$ cat config.mk
export PLATFORM = sky130hd
export DESIGN_NAME = mips_subset_execute_unit
export DESIGN_NICKNAME = d
export VERILOG_FILES = /design/src/rtl/msx_pkg.sv /design/src/rtl/mips_subset_execute_unit.sv /design/src/rtl/msx_regfile.sv /design/src/rtl/msx_alu.sv
export SDC_FILE = /design/constraint.sdc
export NUM_CORES = 2
export LEC_CHECK = 0
export BUFFER_PORTS_ARGS = -buffer_cell sky130_fd_sc_hd__buf_4
export CORE_MARGIN = 1.5
export CORE_UTILIZATION = 35
export DETAILED_ROUTE_END_ITERATION = 10
export PLACE_DENSITY = 0.59
export REMOVE_ABC_BUFFERS = 1
export SYNTH_ARGS = -nofsm -noshare
export SYNTH_HDL_FRONTEND = slang
export SYNTH_SLANG_ARGS = --single-unit
$ cat constraint.sdc
create_clock -name aclk -period 19 [get_ports aclk]
set_input_delay 0.95 -clock aclk [delete_from_list [all_inputs] [get_ports aclk]]
set_output_delay 0.95 -clock aclk [all_outputs]
set_load 0.005 [all_outputs]
$ cat src/rtl/msx_pkg.sv
// ----------------------------------------------------------------------------
// msx_pkg
// Shared types and constants for the subset instruction execute unit.
// ----------------------------------------------------------------------------
package msx_pkg;

    localparam int NUM_REGS  = 32;
    localparam int REG_IDX_W = $clog2(NUM_REGS);
    localparam int XLEN      = 32;

    localparam logic [REG_IDX_W-1:0] LINK_REG = REG_IDX_W'(NUM_REGS - 1);

    localparam logic [5:0] OP_SPECIAL = 6'b000000;
    localparam logic [5:0] OP_ADDI    = 6'b001000;
    localparam logic [5:0] OP_ANDI    = 6'b001100;
    localparam logic [5:0] OP_ORI     = 6'b001101;
    localparam logic [5:0] OP_XORI    = 6'b001110;
    localparam logic [5:0] OP_BEQ     = 6'b000100;
    localparam logic [5:0] OP_JAL     = 6'b000011;
    localparam logic [5:0] FN_JR      = 6'b001000;

    localparam logic [XLEN-1:0] JAL_KEEP_MASK = 32'hF000_0000;

    // input tdata layout
    localparam int IN_W    = 2 + XLEN + REG_IDX_W + XLEN;
    localparam int IN_TD_W = ((IN_W + 7) / 8) * 8;
    // output tdata layout
    localparam int OUT_W    = XLEN + 1 + REG_IDX_W + XLEN + 1;
    localparam int OUT_TD_W = ((OUT_W + 7) / 8) * 8;

    typedef enum logic [1:0] {
        CMD_EXEC     = 2'd0,
        CMD_LOAD_REG = 2'd1,
        CMD_LOAD_PC  = 2'd2
    } cmd_t;

    typedef struct packed {
        logic [XLEN-1:0]      next_pc;
        logic                 reg_written;
        logic [REG_IDX_W-1:0] dest_index;
        logic [XLEN-1:0]      dest_value;
        logic                 unsupported;
    } exec_result_t;

    function automatic logic [XLEN-1:0] sext16(input logic [15:0] v);
        sext16 = {{(XLEN-16){v[15]}}, v};
    endfunction

endpackage

$ cat src/rtl/mips_subset_execute_unit.sv
// ----------------------------------------------------------------------------
// mips_subset_execute_unit
// Executes a small instruction subset against a 32-entry register file and
// a program counter, or loads a register or the program counter.
// ----------------------------------------------------------------------------
// One transaction is accepted per clock while the input is not stalled. The
// register file read of both source registers is clocked at the accepting
// edge. The execute stage then decodes and executes, and when it moves on
// the block writes the register file and the program counter and fills the
// output register that drives m_axis. A back-to-back dependency on the
// register just written is served by a bypass of the last write, so there
// is no stall for it. The register file reads as zero after reset through
// per-entry valid bits, so no clearing pass is needed and the block takes
// transactions right after reset. Backpressure on m_axis only stalls the
// input once both the execute stage and the output register hold a
// transaction.
module mips_subset_execute_unit (
    input  logic                           aclk,
    input  logic                           aresetn,
    input  logic                           s_axis_tvalid,
    output logic                           s_axis_tready,
    // cmd[1:0], instruction[33:2], load_index[38:34], load_value[70:39]
    input  logic [msx_pkg::IN_TD_W-1:0]    s_axis_tdata,
    output logic                           m_axis_tvalid,
    input  logic                           m_axis_tready,
    // next_pc[31:0], reg_written[32], dest_index[37:33], dest_value[69:38],
    // unsupported[70]
    output logic [msx_pkg::OUT_TD_W-1:0]   m_axis_tdata
);

    localparam int XL = msx_pkg::XLEN;
    localparam int IW = msx_pkg::REG_IDX_W;

    logic                 s_accept;
    logic                 s1_fire;

    logic                 s1_valid_reg;
    msx_pkg::cmd_t        s1_cmd_reg;
    logic [XL-1:0]        s1_ins_reg;
    logic [IW-1:0]        s1_lidx_reg;
    logic [XL-1:0]        s1_lval_reg;
    logic [XL-1:0]        pc_reg;

    logic                 m_valid_reg;
    msx_pkg::exec_result_t m_res_reg;

    logic [XL-1:0]        in_ins;
    logic [XL-1:0]        rd_val;
    logic [XL-1:0]        rs_val;
    msx_pkg::exec_result_t res;

    assign s1_fire       = s1_valid_reg && (!m_valid_reg || m_axis_tready);
    assign s_axis_tready = !s1_valid_reg || s1_fire;
    assign s_accept      = s_axis_tvalid && s_axis_tready;
    assign in_ins        = s_axis_tdata[XL+1:2];

    msx_regfile u_regfile (
        .aclk      (aclk),
        .aresetn   (aresetn),
        .rd_en     (s_accept),
        .rd_addr_a (in_ins[25:21]),
        .rd_addr_b (in_ins[20:16]),
        .rd_data_a (rd_val),
        .rd_data_b (rs_val),
        .wr_en     (s1_fire && res.reg_written),
        .wr_addr   (res.dest_index),
        .wr_data   (res.dest_value)
    );

    msx_alu u_alu (
        .cmd         (s1_cmd_reg),
        .instruction (s1_ins_reg),
        .load_index  (s1_lidx_reg),
        .load_value  (s1_lval_reg),
        .pc          (pc_reg),
        .rd_val      (rd_val),
        .rs_val      (rs_val),
        .result      (res)
    );

    // payload of the execute stage and the output register
    always_ff @(posedge aclk) begin
        if (s_accept) begin
            s1_cmd_reg  <= msx_pkg::cmd_t'(s_axis_tdata[1:0]);
            s1_ins_reg  <= in_ins;
            s1_lidx_reg <= s_axis_tdata[XL+IW+1:XL+2];
            s1_lval_reg <= s_axis_tdata[2*XL+IW+1:XL+IW+2];
        end
        if (s1_fire) begin
            m_res_reg <= res;
        end
    end

    always_ff @(posedge aclk) begin
        if (!aresetn) begin
            s1_valid_reg <= 1'b0;
            m_valid_reg  <= 1'b0;
            pc_reg       <= '0;
        end else begin
            if (s_accept) begin
                s1_valid_reg <= 1'b1;
            end else if (s1_fire) begin
                s1_valid_reg <= 1'b0;
            end
            if (s1_fire) begin
                m_valid_reg <= 1'b1;
                pc_reg      <= res.next_pc;
            end else if (m_axis_tready) begin
                m_valid_reg <= 1'b0;
            end
        end
    end

    assign m_axis_tvalid = m_valid_reg;
    assign m_axis_tdata  = {{(msx_pkg::OUT_TD_W - msx_pkg::OUT_W){1'b0}},
                            m_res_reg.unsupported,
                            m_res_reg.dest_value,
                            m_res_reg.dest_index,
                            m_res_reg.reg_written,
                            m_res_reg.next_pc};

endmodule

$ cat src/rtl/msx_regfile.sv
// ----------------------------------------------------------------------------
// msx_regfile
// Register file memory: two registered read ports, one write port, per-entry
// valid bits for the all-zero reset and a one-deep bypass of the last write.
// ----------------------------------------------------------------------------
module msx_regfile (
    input  logic                          aclk,
    input  logic                          aresetn,
    input  logic                          rd_en,
    input  logic [msx_pkg::REG_IDX_W-1:0] rd_addr_a,
    input  logic [msx_pkg::REG_IDX_W-1:0] rd_addr_b,
    output logic [msx_pkg::XLEN-1:0]      rd_data_a,
    output logic [msx_pkg::XLEN-1:0]      rd_data_b,
    input  logic                          wr_en,
    input  logic [msx_pkg::REG_IDX_W-1:0] wr_addr,
    input  logic [msx_pkg::XLEN-1:0]      wr_data
);

    logic [msx_pkg::XLEN-1:0]      mem [msx_pkg::NUM_REGS];
    logic [msx_pkg::NUM_REGS-1:0]  valid_reg;

    logic [msx_pkg::XLEN-1:0]      rdata_a_reg;
    logic [msx_pkg::XLEN-1:0]      rdata_b_reg;
    logic                          rvld_a_reg;
    logic                          rvld_b_reg;
    logic [msx_pkg::REG_IDX_W-1:0] raddr_a_reg;
    logic [msx_pkg::REG_IDX_W-1:0] raddr_b_reg;

    logic                          fwd_valid_reg;
    logic [msx_pkg::REG_IDX_W-1:0] fwd_addr_reg;
    logic [msx_pkg::XLEN-1:0]      fwd_data_reg;

    always_ff @(posedge aclk) begin
        if (wr_en) begin
            mem[wr_addr] <= wr_data;
        end
        if (rd_en) begin
            rdata_a_reg <= mem[rd_addr_a];
            rdata_b_reg <= mem[rd_addr_b];
            rvld_a_reg  <= valid_reg[rd_addr_a];
            rvld_b_reg  <= valid_reg[rd_addr_b];
            raddr_a_reg <= rd_addr_a;
            raddr_b_reg <= rd_addr_b;
        end
        if (wr_en) begin
            fwd_addr_reg <= wr_addr;
            fwd_data_reg <= wr_data;
        end
    end

    always_ff @(posedge aclk) begin
        if (!aresetn) begin
            valid_reg     <= '0;
            fwd_valid_reg <= 1'b0;
        end else if (wr_en) begin
            valid_reg[wr_addr] <= 1'b1;
            fwd_valid_reg      <= 1'b1;
        end
    end

    // the last write is always the newest value, so it may override a read
    // that was taken at the same edge the write landed
    always_comb begin
        if (fwd_valid_reg && (fwd_addr_reg == raddr_a_reg)) begin
            rd_data_a = fwd_data_reg;
        end else if (rvld_a_reg) begin
            rd_data_a = rdata_a_reg;
        end else begin
            rd_data_a = '0;
        end
        if (fwd_valid_reg && (fwd_addr_reg == raddr_b_reg)) begin
            rd_data_b = fwd_data_reg;
        end else if (rvld_b_reg) begin
            rd_data_b = rdata_b_reg;
        end else begin
            rd_data_b = '0;
        end
    end

endmodule

$ cat src/rtl/msx_alu.sv
// ----------------------------------------------------------------------------
// msx_alu
// Decode and execute of one command against the operands read from the
// register file and the current program counter.
// ----------------------------------------------------------------------------
module msx_alu (
    input  msx_pkg::cmd_t                 cmd,
    input  logic [msx_pkg::XLEN-1:0]      instruction,
    input  logic [msx_pkg::REG_IDX_W-1:0] load_index,
    input  logic [msx_pkg::XLEN-1:0]      load_value,
    input  logic [msx_pkg::XLEN-1:0]      pc,
    input  logic [msx_pkg::XLEN-1:0]      rd_val,
    input  logic [msx_pkg::XLEN-1:0]      rs_val,
    output msx_pkg::exec_result_t         result
);

    logic [5:0]                    op;
    logic [5:0]                    fn;
    logic [msx_pkg::REG_IDX_W-1:0] rd;
    logic [15:0]                   imm;
    logic [msx_pkg::XLEN-1:0]      imm_zx;

    assign op     = instruction[31:26];
    assign fn     = instruction[5:0];
    assign rd     = instruction[25:21];
    assign imm    = instruction[15:0];
    assign imm_zx = {{(msx_pkg::XLEN-16){1'b0}}, imm};

    always_comb begin
        result             = '0;
        result.next_pc     = pc;
        unique case (cmd)
            msx_pkg::CMD_EXEC: begin
                unique case (op)
                    msx_pkg::OP_ADDI: begin
                        result.reg_written = 1'b1;
                        result.dest_index  = rd;
                        result.dest_value  = rs_val + msx_pkg::sext16(imm);
                    end
                    msx_pkg::OP_ANDI: begin
                        result.reg_written = 1'b1;
                        result.dest_index  = rd;
                        result.dest_value  = rs_val & imm_zx;
                    end
                    msx_pkg::OP_ORI: begin
                        result.reg_written = 1'b1;
                        result.dest_index  = rd;
                        result.dest_value  = rs_val | imm_zx;
                    end
                    msx_pkg::OP_XORI: begin
                        result.reg_written = 1'b1;
                        result.dest_index  = rd;
                        result.dest_value  = rs_val ^ imm_zx;
                    end
                    msx_pkg::OP_BEQ: begin
                        if (rd_val == rs_val) begin
                            result.next_pc = pc + msx_pkg::sext16(imm);
                        end
                    end
                    msx_pkg::OP_JAL: begin
                        result.reg_written = 1'b1;
                        result.dest_index  = msx_pkg::LINK_REG;
                        result.dest_value  = pc;
                        result.next_pc     = (pc & msx_pkg::JAL_KEEP_MASK)
                                           + {6'b0, instruction[25:0]};
                    end
                    msx_pkg::OP_SPECIAL: begin
                        if (fn == msx_pkg::FN_JR) begin
                            result.next_pc = rd_val;
                        end else begin
                            result.unsupported = 1'b1;
                        end
                    end
                    default: begin
                        result.unsupported = 1'b1;
                    end
                endcase
            end
            msx_pkg::CMD_LOAD_REG: begin
                result.reg_written = 1'b1;
                result.dest_index  = load_index;
                result.dest_value  = load_value;
            end
            msx_pkg::CMD_LOAD_PC: begin
                result.next_pc = load_value;
            end
            default: begin
                // unused command code: no state change
            end
        endcase
    end

endmodule

==> impl_results.md <==
- CTS tree: yes
- DRC viols: 0
- Achievable Freq: 142.0 MHz
- Worst min-delay path startpoint: s_axis_tdata[15]
- R2R Setup Slk: 11.96 ns
- Top cell type's share of synthesized area: 0.5839
- Worst Setup Slack, final: approximately 12 ns
- CTS max path bufs: 3
- Die width: 434.8 um
- Ys Warns: 0
- GRT met3 Usage: 0.03358
- # resized after CTS: 0
- Max_cap viols: 0
- Die Y: 434.8 um
- Vias in the first global route: 39,280
- Yosys cell types: between 80 and 90
- Routed Antenna Nets: 0
- Final Power: 6.631 mW
- Total length of routed wires: 210,700 um
- Peak supply drop: 0.08150 mV
- Met2 usage: 0.3658
- Worst Hold Slack: 0.3033 ns
- Required @ worst endpoint: approximately 19 ns
- Reg2reg path depth: 17
- Synth Area per Inst: 17.23 um^2
- Clock Sinks: 1,336
- Avg WL per Cell: 32.26 um
- Total grt overflow: 0
- Final hold vios: 0
- Largest register by flop count: u_regfile.mem
- Slew @ Worst Pin: 1.278 ns
- Buffers added on ports: between 100 and 150
- Most frequent cell after synthesis: edfxtp_1
- Core Area: 185,200 um^2
- Post-CTS Setup Bufs: 0
- FFs w/ async S/R, synth: 0
- Placed cell count: roughly 6,300
- Finished Cell Area: 74,430 um^2
- Via Count: 39,460
- Slew HR: 0.1459
- Initial antenna violation count: 11
- M1 GR Usage: 0.2799
- First-pass GRT wire length: 294,900 um
- Sequential fraction of the synthesis area: 0.6045
- Routability Congestion: 0.9077
- Synthesized area: ~65,000 um^2
- End of the worst hold path: s1_ins_reg[13]
- CTS buffer count: 144
- Worst setup SP type: register
- Layout cell share with drive strength beyond 1: 0.3198
- First-pass DRT Iterations: 7
- Reg2reg start: u_regfile.fwd_addr_reg[1]
- Area delta synth->final: 14.06%
- Final layout net count: around 4,000
- Final core occ: 0.4018
- Via density: 6.041
- Power Density: 89.09 nW/um^2
- Dpl hpwl: 129,100 um
- Area taken by multi-input logic gates: 25,030 um^2
- Initial Util: 0.3523
- Worst Skew: 0.06133 ns
- Number of synthesized register bits: 1,336
- Worst slack at placement: 12.08 ns
- # IOs: 150
- RSZ-0062 raised after global routing: no
- Final setup fails: 0
- Largest net degree at the start of global routing: 133
- Critical path fanouts, max: 34
- Hold Path Depth: 1
- WP data arrival: between 7 and 8 ns
- Non-Filler Instances: 6,532
- Outcome: finished clean
- Reg clk slew, reported paths: roughly 0.060 ns
- Register area: 39,450 um^2
- Area of the die: 189,100 um^2
- Setup crit end kind: register
- Cells after Synth: approximately 3,800
- Overall global routing resource usage: 0.2187
- Lkg Pwr: roughly 25 nW
- GRT busiest layer: met2
- Crit Path Class: register to register
- Drt initial violations: between 4,000 and 5,000
- Placement row count: 158
- Synth top area cells: edfxtp_1 (58%), mux4_2 (23%), dfxtp_1 (2.1%)
- Reg-to-reg endpoint: u_regfile.mem[16][31]
- H-tree depth: 4
- Placed instance area: between 60,000 and 70,000 um^2
- Most frequent cells after synthesis: edfxtp_1 (1,269), mux4_2 (660), nand2_1 (215), clkbuf_1 (178), nor2_1 (166)
- Hold Buf Count CTS: 0
- CTS root buffer: clkbuf_16
- Final Critical Period: 7.043 ns
- EDFF count, synth: approximately 1,300
- Synth area leader: edfxtp_1
- Skew-Pair Late Insertion Delay: 0.83 ns
- Crit share post-route: 0.3707
- Fill count: ~17,000
- Final slew viol count: 0
- Number of flip-flops in the largest register: 1,024
- Ys flop type: edfxtp_1
- Worst min path class: primary input to register
- Sum Neg Setup Slack: 0 ns
-- final cells by class --
class / instances / share of cell area
flip-flops and latches: 1336 / 0.5300
clock buffers: 177 / 0.05104
clock inverters: 78 / 0.01047
inverters: 55 / 0.002807
diodes: 3 / 0.0001009
well taps: 2480 / 0.04169
repair buffers: 262 / 0.02760
multi-input cells: 2141 / 0.3363
-- metal layers --
layer,part of all wire,routed length [um]
met5,0.00013,27
met4,0.048,10180
met3,0.069,14550
met2,0.49,104200
met1,0.39,81760
-- report_power, final --
group          leakage, nW  internal, mW  switching [mW]  total [mW]
logic                 10.0         0.236           0.335       0.572
registers             13.2          3.26          0.0420        3.30
clock network         2.22          1.56            1.20        2.76
total                 25.4          5.05            1.58        6.63
-- cells in the final DEF (no fill, tap or decap), types with 12 or more instances in the layout --
cell type,netlist,routed
a211o_1,25,25
clkbuf_16,0,145
buf_4,6,252
nor2_4,1,31
nand2b_1,20,18
clkbuf_1,178,27
a21o_1,36,36
o21bai_1,14,14
o31ai_1,21,18
ha_1,79,79
nand2_1,215,214
a31oi_1,13,13
o21a_1,49,49
o211a_1,16,16
xnor2_1,33,33
and3_1,40,40
a21oi_1,136,136
nand4_1,22,22
clkinv_1,0,32
edfxtp_1,1269,1269
nor2_1,166,131
a211oi_1,24,24
nor3_1,22,21
or2_2,12,12
nand3_1,55,55
and2_1,17,13
o211ai_1,71,71
dfxtp_1,67,67
o21ai_2,0,18
clkinv_2,0,15
mux4_2,660,660
inv_1,55,54
a221oi_1,29,29
o21ai_0,113,93
xor2_1,19,19
mux2_2,67,67
a22oi_1,18,18
-- critical path, cell delays in order, from the launching register on --
cell,delay (ns)
edfxtp_1,0.42
xnor2_1,0.21
and2_1,0.61
buf_4,0.46
and3_1,0.25
or2_2,0.17
inv_1,0.05
ha_1,0.33
a21oi_1,0.12
o21ai_0,0.50
a31oi_1,0.32
o41ai_1,0.76
a31oi_1,0.33
o21ai_0,0.51
a41o_1,0.37
o41ai_1,0.11
mux2i_1,0.16
nand2_1,0.74
-- cells by family after synthesis --
group                    after synthesis  share of synthesized area
flip-flops                          1336                     0.6045
multiplexers                         733                     0.2403
AO/OA/AOI/OAI                        642                    0.06762
AND/OR/NAND/NOR                      631                    0.04613
buffers and inverters                311                    0.01856
adder cells (fa/ha/maj)               82                    0.01591
XOR/XNOR                              52                   0.006979
other                                  1                 0.00005746
-- worst max path at each step --
stage,startpoint,end,slack (ns),cells past startpoint
floorplan,m_axis_tready,u_regfile.mem[0][0],10.17,8
global placement,u_regfile.fwd_addr_reg[1],u_regfile.mem[29][31],12.23,17
detailed placement,u_regfile.fwd_addr_reg[1],u_regfile.mem[28][31],12.08,17
CTS,u_regfile.fwd_addr_reg[1],u_regfile.mem[16][31],12.09,17
global route,u_regfile.fwd_addr_reg[4],u_regfile.mem[22][28],11.71,18
finish,u_regfile.fwd_addr_reg[1],u_regfile.mem[16][31],11.96,17
(Power assumes the default switching activity.)
